## config.mk

```make
export PLATFORM = sky130hd
export DESIGN_NAME = r16tm_ctrl
export DESIGN_NICKNAME = d
export VERILOG_FILES = /design/src/rtl/r16tm_pkg.sv /design/src/rtl/r16tm_ctrl.sv
export SDC_FILE = /design/constraint.sdc
export NUM_CORES = 1
export LEC_CHECK = 0
export BUFFER_PORTS_ARGS = -buffer_cell sky130_fd_sc_hd__buf_2
export CORE_MARGIN = 10
export CORE_UTILIZATION = 45
export CTS_CLUSTER_DIAMETER = 80
export DETAILED_ROUTE_END_ITERATION = 8
export HOLD_SLACK_MARGIN = 0.08
export PLACE_DENSITY = 0.65
export SYNTH_ARGS = -nofsm -noshare
export SYNTH_HDL_FRONTEND = slang
export SYNTH_SLANG_ARGS = --single-unit
```

## constraint.sdc

```tcl
create_clock -name clk -period 11.01 [get_ports clk]
set_clock_uncertainty 0.2 [all_clocks]
set_input_delay 2.202 -clock clk [delete_from_list [all_inputs] [get_ports clk]]
set_output_delay 2.202 -clock clk [all_outputs]
set_load 0.02 [all_outputs]
```

## src/rtl/r16tm_pkg.sv

```systemverilog
`default_nettype none

package r16tm_pkg;

  localparam int KEY_BITS      = 16;
  localparam int STRIDE_BITS   = 4;
  localparam int VALUE_BITS    = 32;
  localparam int NODE_POOL_DEF = 256;

  localparam int SLOTS   = 1 << STRIDE_BITS;
  localparam int LEVELS  = (KEY_BITS + STRIDE_BITS - 1) / STRIDE_BITS;
  localparam int KEY_PAD = LEVELS * STRIDE_BITS;
  localparam int LVL_W   = $clog2(LEVELS);

  localparam logic [1:0] OP_INSERT = 2'd0;
  localparam logic [1:0] OP_REMOVE = 2'd1;
  localparam logic [1:0] OP_FIND   = 2'd2;
  localparam logic [1:0] OP_CLEAR  = 2'd3;

  localparam logic [1:0] ST_OK        = 2'd0;
  localparam logic [1:0] ST_NULL      = 2'd1;
  localparam logic [1:0] ST_OCCUPIED  = 2'd2;
  localparam logic [1:0] ST_EXHAUSTED = 2'd3;

  typedef struct packed {
    logic [1:0]            op;
    logic [KEY_BITS-1:0]   key;
    logic [VALUE_BITS-1:0] value;
  } req_t;

  typedef struct packed {
    logic [VALUE_BITS-1:0] result_value;
    logic [1:0]            status;
  } rsp_t;

  // sequencer status towards the top level
  typedef struct packed {
    logic idle;
    logic done;
  } stat_t;

endpackage

`default_nettype wire

```

## src/rtl/r16tm_ctrl.sv

```systemverilog
`default_nettype none

module r16tm_ctrl #(
  parameter int NODE_POOL = r16tm_pkg::NODE_POOL_DEF
) (
  input  wire logic            clk,
  input  wire logic            rst,
  input  wire logic            start,
  input  wire r16tm_pkg::req_t req,
  input  wire logic            take,
  output      r16tm_pkg::stat_t stat,
  output      r16tm_pkg::rsp_t res,
  output      logic            ram_we,
  output      logic [$clog2(NODE_POOL)+r16tm_pkg::STRIDE_BITS-1:0] ram_waddr,
  output      logic [((r16tm_pkg::VALUE_BITS > $clog2(NODE_POOL+1)) ?
                      r16tm_pkg::VALUE_BITS : $clog2(NODE_POOL+1))-1:0] ram_wdata,
  output      logic [$clog2(NODE_POOL)+r16tm_pkg::STRIDE_BITS-1:0] ram_raddr,
  input  wire logic [((r16tm_pkg::VALUE_BITS > $clog2(NODE_POOL+1)) ?
                      r16tm_pkg::VALUE_BITS : $clog2(NODE_POOL+1))-1:0] ram_rdata
);

  import r16tm_pkg::*;

  localparam int NODE_W  = $clog2(NODE_POOL);
  localparam int CNT_W   = $clog2(NODE_POOL + 1);
  localparam int ADDR_W  = NODE_W + STRIDE_BITS;
  localparam int STORE_W = (VALUE_BITS > CNT_W) ? VALUE_BITS : CNT_W;

  typedef enum logic [6:0] {
    S_IDLE = 7'b0000001,
    S_ROOT = 7'b0000010,
    S_READ = 7'b0000100,
    S_LOOK = 7'b0001000,
    S_ZERO = 7'b0010000,
    S_LINK = 7'b0100000,
    S_DONE = 7'b1000000
  } state_t;

  state_t                  state;
  logic [CNT_W-1:0]        root [SLOTS];
  logic [CNT_W-1:0]        next_free;
  logic [1:0]              op;
  logic [KEY_PAD-1:0]      kres;
  logic [VALUE_BITS-1:0]   val;
  logic [VALUE_BITS-1:0]   result;
  logic [1:0]              status;
  logic [NODE_W-1:0]       node;
  logic [LVL_W-1:0]        depth;
  logic [STRIDE_BITS-1:0]  zcnt;
  logic                    par_root;
  logic [ADDR_W-1:0]       par_addr;

  logic [STRIDE_BITS-1:0]  frag;
  logic [STORE_W-1:0]      chk_link;
  logic                    link_ok;
  logic [NODE_W-1:0]       child;
  logic                    pool_full;
  logic [LVL_W-1:0]        depth_nxt;
  logic                    is_leaf;
  logic [CNT_W-1:0]        new_link;

  // shared link check: root slot in S_ROOT, node slot otherwise
  assign frag      = kres[KEY_PAD-1 -: STRIDE_BITS];
  assign chk_link  = (state == S_ROOT) ? STORE_W'(root[frag]) : ram_rdata;
  assign link_ok   = (chk_link != '0) && (chk_link <= STORE_W'(NODE_POOL));
  assign child     = NODE_W'(chk_link - STORE_W'(1));
  assign pool_full = (next_free == CNT_W'(NODE_POOL));
  assign depth_nxt = (state == S_ROOT) ? LVL_W'(1) : depth + LVL_W'(1);
  assign is_leaf   = (depth == LVL_W'(LEVELS - 1));
  assign new_link  = CNT_W'(node) + CNT_W'(1);

  always_ff @(posedge clk) begin
    if (rst) begin
      state     <= S_IDLE;
      next_free <= '0;
      root      <= '{default: '0};
    end else begin
      case (state)
        S_IDLE: begin
          if (start) begin
            op     <= req.op;
            kres   <= KEY_PAD'(req.key);
            val    <= req.value;
            result <= '0;
            if (req.op == OP_CLEAR) begin
              status    <= ST_OK;
              root      <= '{default: '0};
              next_free <= '0;
              state     <= S_DONE;
            end else if (req.op == OP_INSERT && req.value == '0) begin
              status <= ST_NULL;
              state  <= S_DONE;
            end else begin
              status <= ST_OK;
              state  <= S_ROOT;
            end
          end
        end
        S_ROOT, S_LOOK: begin
          if (state == S_LOOK && is_leaf) begin
            case (op)
              OP_INSERT: begin
                if (ram_rdata != '0) begin
                  status <= ST_OCCUPIED;
                end
              end
              OP_REMOVE, OP_FIND: begin
                result <= ram_rdata[VALUE_BITS-1:0];
              end
              default: ;
            endcase
            state <= S_DONE;
          end else if (link_ok) begin
            node  <= child;
            depth <= depth_nxt;
            kres  <= kres << STRIDE_BITS;
            state <= S_READ;
          end else if (op != OP_INSERT) begin
            state <= S_DONE;
          end else if (pool_full) begin
            status <= ST_EXHAUSTED;
            state  <= S_DONE;
          end else begin
            par_root  <= (state == S_ROOT);
            par_addr  <= {node, frag};
            node      <= next_free[NODE_W-1:0];
            next_free <= next_free + CNT_W'(1);
            zcnt      <= '0;
            depth     <= depth_nxt;
            kres      <= kres << STRIDE_BITS;
            state     <= S_ZERO;
          end
        end
        S_ZERO: begin
          zcnt <= zcnt + STRIDE_BITS'(1);
          if (zcnt == '1) begin
            state <= S_LINK;
          end
        end
        S_LINK: begin
          if (par_root) begin
            root[par_addr[STRIDE_BITS-1:0]] <= new_link;
          end
          state <= S_READ;
        end
        S_READ: begin
          state <= S_LOOK;
        end
        S_DONE: begin
          if (take) begin
            state <= S_IDLE;
          end
        end
        default: begin
          state <= S_IDLE;
        end
      endcase
    end
  end

  // node store port
  always_comb begin
    ram_raddr = {node, frag};
    ram_we    = 1'b0;
    ram_waddr = {node, zcnt};
    ram_wdata = '0;
    case (state)
      S_ZERO: begin
        ram_we = 1'b1;
      end
      S_LINK: begin
        ram_we    = !par_root;
        ram_waddr = par_addr;
        ram_wdata = STORE_W'(new_link);
      end
      S_LOOK: begin
        if (is_leaf) begin
          ram_waddr = {node, frag};
          case (op)
            OP_INSERT: begin
              ram_we    = (ram_rdata == '0);
              ram_wdata = STORE_W'(val);
            end
            OP_REMOVE: begin
              ram_we = 1'b1;
            end
            default: ;
          endcase
        end
      end
      default: ;
    endcase
  end

  assign stat.idle         = (state == S_IDLE);
  assign stat.done         = (state == S_DONE);
  assign res.result_value  = result;
  assign res.status        = status;

endmodule

`default_nettype wire

```

==> After elaboration in Yosys (flattened, before gate mapping) <==
Cells that the tools add are included.
{ "classes": {"eq_ne": 33, "bitwise_logic": 7, "n_addsub": 5, "magnitude_cmp": 4, "n_mux": 68, "n_reduce_logical": 27} }
{ "ops": {"columns": ["operator", "count"], "rows": [
  ["144-bit 2-to-1 mux", 3],
  ["144-bit case mux with 2 select lines", 1],
  ["32-bit 2-to-1 mux", 6],
  ["144-bit bitwise mux", 1],
  ["32-bit case mux with 2 select lines", 2],
  ["9-bit 2-to-1 mux", 9],
  ["16-bit 2-to-1 mux", 5],
  ["32-bit logical NOT", 2],
  ["32-bit nonzero test", 2],
  ["7-bit 2-to-1 mux", 9],
  ["7-bit case mux with 6 select lines", 1],
  ["9-bit binary-select mux with 4-bit select", 1],
  ["9-bit demux with 4-bit select", 1],
  ["32-bit by 9-bit less-or-equal comparator with 1-bit output (second input constant)", 1],
  ["16-bit case mux with 2 select lines", 1],
  ["8-bit 2-to-1 mux", 3],
  ["12-bit case mux with 2 select lines", 1],
  ["2-bit 2-to-1 mux", 11],
  ["2-bit != test (second input constant)", 11],
  ["3-bit != test (second input constant)", 7],
  ["4-bit 2-to-1 mux", 5],
  ["9-bit case mux with 2 select lines", 1],
  ["6-bit AND reduction", 3],
  ["5-bit greater-or-equal comparator (second input constant)", 2],
  ["35 further kinds", 55]
]} }
{ "word_totals": {"word_cells": 172, "regBits": 271} }

==> Logic depth before layout (Yosys ltp) <==
Gate-level depths: netlist (run 1).
{ "depth": {"depth_word": 10, "mapped_depth": 15} }

==> Worst setup path after synthesis (run 1) <==
Ideal clock, no wire load.
{ "synth_path": {"path_type": "input to output", "start": "in ram_rdata[20] (netlist name)", "end": "out ram_we", "cell_stages": 6, "required_ns": 8.608, "arrival_ns": 3.482, "slack_ns": 5.126, "cell_sequence": "nor4_1 > nand4_1 > nor2_1 > and4_1 > a21oi_1 > o221ai_1"} }
{ "synth_via": {"elab_chain_len": 4} }
{ "synth_rtl": {"columns": ["item", "line", "text"], "rows": [
  ["start, declared", "r16tm_ctrl.sv:19", "r16tm_pkg::VALUE_BITS : $clog2(NODE_POOL+1))-1:0] ram_rdata"],
  ["32-bit logical NOT", "r16tm_ctrl.sv:181", "ram_we = (ram_rdata == '0);"],
  ["1-bit case mux with 2 select lines", "r16tm_ctrl.sv:179", "case (op)"],
  ["1-bit 2-to-1 mux", "r16tm_ctrl.sv:177", "if (is_leaf) begin"],
  ["1-bit case mux with 3 select lines", "r16tm_ctrl.sv:167", "case (state)"],
  ["end, declared", "r16tm_ctrl.sv:13", "output logic ram_we,"]
]} }
Every way passes these cells.

==> Worst setup path after layout (run 1) <==
{ "layout_path": {"start": "in ram_rdata[9] (netlist name)", "end": "out ram_we"} }
Same word-level chain as after synthesis.

==> flow_metrics.py, run 1 <==
metrics = {
    "detailed_routing": {
        "drt_drc_violations_left": 0,
        "routedWlPerCell_um": 19.1,
        "vias_per_cell": 5.61,
        "first_pass_iters": 5,
        "wl_um": 34300,
        "first_iter_violations": 919,
        "num_vias": 10100,
        "detail-route-antenna-nets": 0,
    },
    "critical_path": {
        "cp.required_ns": 8.61,
        "cpMostUsedCell": "buf_2",
        "critPathArrivalTime_ns": 3.99,
        "regToRegSetupSlack_ns": 6.01,
        "cp_slowest_cell": "nor4_1",
        "cp_slowest_stage_delay_ns": 0.33,
        "start_kind": "input port",
        "end_kind": "output pin",
        "path_cells": "buf_2 -> nor4_1 -> nand4_1 -> nor2_1 -> and4_1 -> a21oi_1 -> o221ai_1 -> buf_2",
        "critPathMaxFanout": 4,
        "path_class": "input port to output pin",
    },
    "logic_synthesis": {
        "syn_inst": 1280,
        "synth_edf_count": 111,
        "yosys.cell_count.top_type": "nor2_1",
        "yosysSeqAreaShare": 0.523,
        "yosysTopAreaCellShare": 0.267,
        "synth_area_leaders": "edfxtp_1 27%, dfxtp_1 26%, nor2_1 9.6%",
        "synth_flop_cell": "dfxtp_1",
        "yosys.area.top_type": "edfxtp_1",
        "yosys-top-cells-count": "319 x nor2_1, 160 x dfxtp_1, 145 x a31oi_1, 125 x nand2_1, 111 x edfxtp_1",
        "synth_seq_cells": 271,
        "synth_nets": 1375,
        "async_flop_share": 0,
        "syn-cell-area_um2": 12500,
        "synth_cell_types": 64,
        "syn-mean-instance-area_um2": 9.76,
        "yosys_warnings": 0,
    },
    "clocking": {
        "h-tree-depth": 1,
        "cts_inserted_buffers": 29,
        "cts_setup_buffers": 0,
        "cts_tree": "built",
        "post_cts_resize_count": 0,
        "hold_buffers": 0,
        "cts_max_path_buffers": 3,
        "cts_root_buf": "clkbuf_16",
        "cts.sinks": 271,
        "cts.clk_slew.worst_paths_ns": 0.06,
        "clock_latency_ns": 0.54,
    },
    "sta": {
        "finalHoldViolations": 0,
        "worst_pin_slew_ns": 1.08,
        "rsz0062_at_grt": "false",
        "setup_violations": 0,
        "slew_violations": 0,
        "max-slew-margin-rel": 0.278,
        "fin_crit_ns": 6.39,
        "period_share": 0.581,
        "setup_tns_ns": 0,
        "max_freq_mhz": 156,
    },
    "layout": {
        "synthToLayoutAreaGrowth_pct": 16.0,
        "n_fill_cell": 2368,
        "antenna_cells": 0,
        "drive_gt1_frac": 0.221,
        "finish.utilization": 0.535,
        "fin_nets": 1495,
        "finalInstanceArea_um2": 14500,
    },
    "outcome": {
        "run_status": "completed",
    },
    "floorplan": {
        "io_pins": 179,
        "core_area_um2": 27100,
        "die_h_um": 187,
        "die_w_um": 187,
        "core.rowCount": 60,
        "start_util": 0.461,
        "dieArea_um2": 34800,
    },
    "pwr": {
        "powerDensity_nw_per_um2": 161,
        "leakage_nw": 5.68,
        "peakVddDrop_uv": 117,
    },
    "placed_design": {
        "place.gp.congestion": 0.823,
        "dpl.hpwl_um": 22700,
        "post_dp_cell_area_um2": 13500,
        "port_buffers": 178,
    },
    "global_route": {
        "grt_max_degree": 103,
        "grt_first_pass_wirelength_um": 53500,
        "antenna_found_initial": 1,
        "grt_pass1_vias": 9704,
        "grt_usage": 0.184,
        "grt-ovfl-total": 0,
    },
    "worst_hold_path": {
        "hp-class": "flop to flop",
    },
    "flow_run": {
        "maxCapViolations": 0,
    },
}
-- registers in the layout, indices dropped and copies added (netlist names) --
name,cells
root,144
state,7
result,32
op,2
par_root,1
zcnt,4
par_addr,12
next_free,9
val,32
node,8
status,2
depth,2
kres,16
-- metal layers --
layer | GRT usage | part of all wire | up-vias
met5 | 0 | 0.00020 | -
met4 | 0.0481 | 0.021 | 2
met3 | 0.0395 | 0.070 | 53
met2 | 0.291 | 0.45 | 383
met1 | 0.252 | 0.46 | 4792
li1 | - | - | 4828
-- critical path, delay by kind of cell --
family                 cells  cell delay (ns)
AND/OR/NAND/NOR            4             1.09
AO/OA/AOI/OAI              2             0.36
buffers and inverters      2             0.32
-- kinds of logic (layout without fill, tap and decap cells) --
logic type                 Yosys count  in the layout  share of synthesized area
AOI/OAI and AO/OA                  201            201                      0.109
xor gates and xnor gates            17             17                     0.0119
adders and majority gates            9              9                    0.00902
buffers and inverters              120            261                     0.0420
DFF                                271            271                      0.523
muxes                               61             61                     0.0894
and+or+nand+nor                    601            601                      0.216
-- per-stage QoR --
step                setup WS, ns  std cells  hold WS, ns  power [mW]
global placement            4.65       1741        0.271        1.38
detailed placement          4.61       1741        0.283        1.38
CTS                         4.61       1793        0.296        2.35
floorplan                   5.13       1280        0.246        1.30
finish                      4.62       1793        0.294        2.33
global route                4.38       1793        0.321        2.41
-- layout by cell type, fill, tap and decap left out, types with 6 or more instances in the layout --
| master | instances |
|---|---|
| nor2_1 | 318 |
| buf_2 | 177 |
| dfxtp_1 | 160 |
| a31oi_1 | 145 |
| nand2_1 | 125 |
| edfxtp_1 | 111 |
| and3_1 | 59 |
| mux4_2 | 39 |
| clkbuf_16 | 30 |
| nor4_1 | 18 |
| nand3_1 | 17 |
| buf_4 | 17 |
| a21oi_1 | 15 |
| inv_1 | 14 |
| mux2i_1 | 14 |
| xnor2_1 | 12 |
| nor2b_1 | 9 |
| or3_1 | 9 |
| ha_1 | 9 |
| o21ai_0 | 8 |
| nand4_1 | 6 |
| and2_1 | 6 |
| mux2_2 | 6 |
-- report_power, final --
| part | internal [mW] | switching, mW | total, mW |
|---|---|---|---|
| combinational | 0.0751 | 0.179 | 0.254 |
| sequential | 1.09 | 0.0132 | 1.11 |
| clock | 0.580 | 0.392 | 0.971 |
| total | 1.75 | 0.584 | 2.33 |
-- final cells by class --
| type | count | area, um^2 | share of cell area |
|---|---|---|---|
| well taps | 372 | 465 | 0.0321 |
| clock inverters | 10 | 108 | 0.00742 |
| inverters | 15 | 56.3 | 0.00388 |
| flip-flops and latches | 271 | 6540 | 0.451 |
| repair buffers | 194 | 1010 | 0.0699 |
| multi-input cells | 889 | 5470 | 0.377 |
| clock buffers | 42 | 848 | 0.0585 |
-- path summary, 6_finish.rpt --
| check | endpoint | cells past startpoint | startpoint |
|---|---|---|---|
| min | root[8] | 2 | root[8] |
| min reg2reg | root[8] | 2 | root[8] |
| max | ram_we | 8 | ram_rdata[9] |
| max reg2reg | par_addr[7] | 10 | kres[12] |
Power figures use the tool's default switching activity.
==> run 2: changes to the inputs <==
==> constraint.sdc (replaced) <==
create_clock -name clk -period 6.3 [get_ports clk]
set_clock_uncertainty 0.2 [all_clocks]
set_input_delay 1.26 -clock clk [delete_from_list [all_inputs] [get_ports clk]]
set_output_delay 1.26 -clock clk [all_outputs]
set_load 0.02 [all_outputs]
==> run 2 against run 1 <==
Effect of this change:
- combinational power is 71% higher
- sequential power is 76% higher
- highest routed layer is now met4
- critical path depth up 2
- sequential share of layout area rose by 0.18 points
- clock power rose by 64%
- critical path type is now flop to flop
- setup slack got worse by 3.3 ns
- clock-buffer cell count fell by 2
- via count rose by 1.9%
- register-to-register slack worse by 4.7 ns
- flip-flop and latch count is the same
==> flow_metrics.py, run 2 (synthesis results as in run 1) <==
metrics = {
    "outcome": {
        "run_status": "completed",
    },
    "floorplan": {
        "io_pins": 179,
        "start_util": 0.461,
        "die_h_um": 187,
        "core_area_um2": 27100,
        "core.rowCount": 60,
        "die_w_um": 187,
        "dieArea_um2": 34800,
    },
    "sta": {
        "rsz0062_at_grt": "false",
        "finalHoldViolations": 0,
        "worst_pin_slew_ns": 1.06,
        "slew_violations": 0,
        "fin_crit_ns": 4.95,
        "max_freq_mhz": 202,
        "period_share": 0.785,
        "max-slew-margin-rel": 0.294,
        "setup_tns_ns": 0,
        "setup_violations": 0,
    },
    "clocking": {
        "h-tree-depth": 1,
        "cts_root_buf": "clkbuf_16",
        "cts_setup_buffers": 0,
        "cts_tree": "built",
        "cts.clk_slew.worst_paths_ns": 0.06,
        "hold_buffers": 0,
        "cts_inserted_buffers": 30,
        "post_cts_resize_count": 0,
        "cts.sinks": 271,
        "clock_latency_ns": 0.56,
        "cts_max_path_buffers": 3,
    },
    "placed_design": {
        "dpl.hpwl_um": 23900,
        "place.gp.congestion": 0.833,
        "dp_cells": 1743,
        "port_buffers": 178,
    },
    "critical_path": {
        "cp.required_ns": 6.26,
        "path_cells": "buf_4 -> mux4_2 -> mux2i_1 -> a21oi_1 -> a22oi_2 -> nand4_4 -> nor2_4 -> mux2_4 -> nand2b_4 -> nor3_2",
        "cp_slowest_stage_delay_ns": 0.88,
        "end_kind": "flop",
        "crit_buf_inv": 1,
        "regToRegSetupSlack_ns": 1.35,
        "crit_family": "simple AND/OR/NAND/NOR gates",
        "critPathArrivalTime_ns": 4.91,
        "path_class": "flop to flop",
        "critPathMaxFanout": 16,
        "start_kind": "flop",
        "cp_slowest_cell": "nor3_2",
    },
    "worst_hold_path": {
        "hp-class": "flop to flop",
    },
    "detailed_routing": {
        "vias_per_cell": 5.70,
        "detail-route-antenna-nets": 0,
        "drt_drc_violations_left": 0,
        "routedWlPerCell_um": 19.4,
        "first_pass_iters": 5,
        "wl_um": 34800,
        "num_vias": 10300,
        "first_iter_violations": 879,
    },
    "layout": {
        "n_fill_cell": 2412,
        "multi_input_area_um2": 5470,
        "mostFrequentLayoutCell": "nor2_1",
        "fin_nets": 1498,
        "largest_register": "root",
        "layout_common_cells": "318 x nor2_1, 177 x buf_2, 160 x dfxtp_1, 145 x a31oi_1, 125 x nand2_1",
        "stdcell_count": 1799,
        "seq_area_um2": 6540,
        "antenna_cells": 0,
        "finish.utilization": 0.533,
        "synthToLayoutAreaGrowth_pct": 15.6,
        "largest_reg_flops": 144,
        "reg_top3": "root (144), result (32), val (32)",
        "drive_gt1_frac": 0.217,
    },
    "pwr": {
        "peakVddDrop_uv": 219,
        "powerDensity_nw_per_um2": 275,
        "leakage_nw": 5.65,
    },
    "global_route": {
        "grt_usage": 0.190,
        "antenna_found_initial": 0,
        "grt-ovfl-total": 0,
        "grt_pass1_vias": 9658,
        "grt_first_pass_wirelength_um": 55000,
        "grt_max_degree": 97,
    },
    "flow_run": {
        "maxCapViolations": 0,
    },
}
==> run 2: cell types whose count changed in the layout (fill, tap and decap cells not counted), moves of 2 or more <==
cell       before  now
bufinv_16       2    0
clkbuf_2        2    0
clkbuf_8        5    1
clkbuf_1        5    9
clkinv_2        5    7
buf_4          17   19
clkinv_1        1    8
==> run 2: path summary, 6_finish.rpt <==
kind | startpoint | to | cells after the start
worst max-delay path | kres[12] | par_addr[5] | 10
worst min-delay path | root[125] | root[125] | 2
worst max register to register | kres[12] | par_addr[5] | 10
worst min register to register | root[125] | root[125] | 2
==> run 2: per-stage QoR <==
step | cell area, um^2 | worst slack [ns] | total power [mW] | hold slack (ns)
final | 14400 | 1.35 | 3.97 | 0.302
after detailed placement | 13600 | 1.40 | 2.41 | 0.284
after floorplan | 12500 | 1.15 | 2.27 | 0.246
after global placement | 13600 | 1.57 | 2.41 | 0.273
after global routing | 14400 | 1.13 | 4.12 | 0.320
after CTS | 14400 | 1.36 | 4.00 | 0.298
==> run 2: where the power goes <==
part	internal, mW	leakage, nW	switching, mW	total, mW
clock	0.887	0.437	0.704	1.59
sequential	1.91	2.31	0.0351	1.95
combinational	0.132	2.90	0.301	0.434
==> run 2: worst min-delay path, delay by kind of cell, from the launching register on <==
kind	cells	cell delay [ns]
flops	1	0.33
simple gates	1	0.07
compound gates	1	0.07
==> run 2: routing by layer <==
metal | GRT usage | part of all wire | vias up
met2 | 0.291 | 0.45 | 442
met5 | 0 | 0 | -
met3 | 0.0415 | 0.082 | 58
met1 | 0.265 | 0.44 | 4909
li1 | - | - | 4841
met4 | 0.0543 | 0.025 | 0
==> run 2: area by class of cell <==
cell class | count | share of cell area
clock buffers | 40 | 0.0553
clock inverters | 16 | 0.00598
inverters | 15 | 0.00390
multi-input cells | 889 | 0.379
flip-flops and latches | 271 | 0.453
well taps | 372 | 0.0322
repair buffers | 196 | 0.0712
==> run 3: changes to the inputs <==
--- a/config.mk
+++ b/config.mk
@@ -11,7 +11,7 @@
 export CTS_CLUSTER_DIAMETER = 80
 export DETAILED_ROUTE_END_ITERATION = 8
 export HOLD_SLACK_MARGIN = 0.08
-export PLACE_DENSITY = 0.65
+export PLACE_DENSITY = 0.68
 export SYNTH_ARGS = -nofsm -noshare
 export SYNTH_HDL_FRONTEND = slang
 export SYNTH_SLANG_ARGS = --single-unit
==> constraint.sdc (replaced) <==
create_clock -name clk -period 4.1 [get_ports clk]
set_clock_uncertainty 0.2 [all_clocks]
set_input_delay 0.82 -clock clk [delete_from_list [all_inputs] [get_ports clk]]
set_output_delay 0.82 -clock clk [all_outputs]
set_load 0.02 [all_outputs]
==> run 3 against run 2 <==
Effect of this change:
- non-clock buffer count increased by 30
- global-route usage increased by 0.21 points
- clock power is 69% higher
- cell count up 1.5%
- critical path depth up 3
- fmax is 26% higher
- largest power group unchanged
- highest routed layer unchanged
==> flow_metrics.py, run 3 (synthesis results as in run 1) <==
metrics = {
    "critical_path": {
        "cp.required_ns": 4.17,
        "critPathArrivalTime_ns": 4.01,
        "r2r-start": "kres[12]",
        "regToRegSetupSlack_ns": 0.17,
        "r2r_cells": 13,
        "start_kind": "flop",
        "critPathMaxFanout": 17,
        "reg2reg_to": "par_addr[6]",
        "path_class": "flop to flop",
        "end_kind": "flop",
    },
    "layout": {
        "largest_register": "root",
        "layout_common_cells": "318 x nor2_1, 177 x buf_2, 160 x dfxtp_1, 145 x a31oi_1, 125 x nand2_1",
        "fin_nets": 1527,
        "largest_reg_flops": 144,
        "reg_top3": "root (144), result (32), val (32)",
        "antenna_cells": 0,
        "stdcell_count": 1826,
        "mostFrequentLayoutCell": "nor2_1",
        "finalInstanceArea_um2": 14900,
        "drive_gt1_frac": 0.239,
        "synthToLayoutAreaGrowth_pct": 19.0,
        "finish.utilization": 0.548,
    },
    "floorplan": {
        "core_area_um2": 27100,
        "io_pins": 179,
        "die_w_um": 187,
        "dieArea_um2": 34800,
        "die_h_um": 187,
        "core.rowCount": 60,
        "start_util": 0.461,
    },
    "pwr": {
        "powerDensity_nw_per_um2": 430,
        "finalPower_mw": 6.39,
        "switching_share": 0.253,
        "peakVddDrop_uv": 392,
        "power_frac_seq": 0.465,
        "p_sw_mw": 1.61,
        "comb_power_share": 0.115,
        "internal-power_mw": 4.78,
        "leakage_nw": 5.85,
        "p_clk_frac": 0.421,
    },
    "sta": {
        "period_share": 0.960,
        "max_freq_mhz": 254,
        "worst_pin_slew_ns": 0.929,
        "setup_violations": 0,
        "slew_violations": 0,
        "fin_crit_ns": 3.93,
        "setup_tns_ns": 0,
        "finalHoldViolations": 0,
        "max-slew-margin-rel": 0.379,
    },
    "placed_design": {
        "post_dp_cell_area_um2": 13800,
        "dp_cells": 1771,
        "dpl.hpwl_um": 24700,
        "port_buffers": 178,
        "place.gp.congestion": 0.865,
    },
    "clocking": {
        "hold_buffers": 0,
        "cts_root_buf": "clkbuf_16",
        "clock_latency_ns": 0.57,
        "cts.sinks": 271,
        "cts.clk_slew.worst_paths_ns": 0.06,
        "cts_tree": "built",
        "h-tree-depth": 1,
        "cts_inserted_buffers": 29,
        "cts_max_path_buffers": 3,
    },
    "detailed_routing": {
        "first_pass_iters": 5,
        "num_vias": 10400,
        "detail-route-antenna-nets": 0,
        "vias_per_cell": 5.68,
        "first_iter_violations": 1154,
        "wl_um": 35400,
        "routedWlPerCell_um": 19.4,
        "drt_drc_violations_left": 0,
    },
    "worst_hold_path": {
        "hp-class": "input port to flop",
        "worstHoldPathCells": 1,
        "hold_start": "req[16]",
        "min_to": "val[16]",
    },
    "global_route": {
        "grt_first_pass_wirelength_um": 55400,
        "grt_pass1_vias": 9826,
        "grt-ovfl-total": 0,
        "grt_max_degree": 131,
        "antenna_found_initial": 0,
        "grt_usage": 0.192,
    },
    "flow_run": {
        "maxCapViolations": 0,
    },
    "outcome": {
        "run_status": "completed",
    },
}
[run 3: cell types whose count changed in the layout (fill, tap and decap cells not counted), sizes merged]
cell | before | now
buf | 196 | 226
clkinv | 16 | 5
bufinv | 0 | 3
clkbuf | 40 | 43
clkinvlp | 0 | 2
[run 3: cell type report]
class | count | area [um^2]
fill | 2391 | 12200
sequential | 271 | 6540
multi-input combinational | 889 | 5500
timing repair buffer | 226 | 1320
clock buffer | 43 | 840
tap | 372 | 465
clock inverter | 10 | 144
inverter | 15 | 56.3
[run 3: timing repair]
action	CTS	global route
setup buffers	0	2
gates resized for setup	0	3
endpoints found under the setup margin	0	39
[run 3: through the flow]
stage / worst slack [ns] / hold WS [ns]
2_1_floorplan: -0.152 / 0.246
3_3_place_gp: 0.131 / 0.270
3_5_place_dp: 0.105 / 0.278
4_1_cts: 0.0929 / 0.225
5_1_grt: -0.00937 / 0.237
6_report: 0.165 / 0.242
[run 3: worst max path at each step]
| stage | start | end | slack, ns |
|---|---|---|---|
| finish | kres[12] | par_addr[6] | 0.17 |
| global route | kres[12] | par_addr[6] | -0.009 |
| CTS | kres[12] | kres[5] | 0.09 |
| detailed placement | kres[12] | kres[11] | 0.11 |
| global placement | kres[12] | kres[14] | 0.13 |
| floorplan | kres[12] | par_addr[0] | -0.15 |
[run 3: routing by layer]
| metal | vias up | part of all wire | track usage |
|---|---|---|---|
| li1 | 4891 | - | - |
| met1 | 4965 | 0.45 | 0.268 |
| met2 | 443 | 0.44 | 0.294 |
| met3 | 67 | 0.079 | 0.0367 |
| met4 | 0 | 0.030 | 0.0627 |
| met5 | - | 0 | 0 |
[run 3: power groups by stage]
stage	logic, mW	registers [mW]	clock network (mW)
after global placement	0.721	3.03	0
after floorplan	0.434	3.07	0
after global routing	0.792	2.98	2.83
final	0.733	2.97	2.69
after detailed placement	0.727	3.03	0
after CTS	0.729	2.97	2.72
[run 3: worst max-delay path, cell delays in order (launching register included)]
cell	delay [ns]
edfxtp_1	0.40
buf_12	0.19
buf_4	0.23
mux4_2	0.51
nor2b_1	0.14
a211o_1	0.29
a22oi_2	0.25
nand4_4	0.16
nor2_4	0.21
mux2_4	0.33
nand2b_4	0.17
buf_4	0.22
nor3_4	0.14
buf_4	0.20
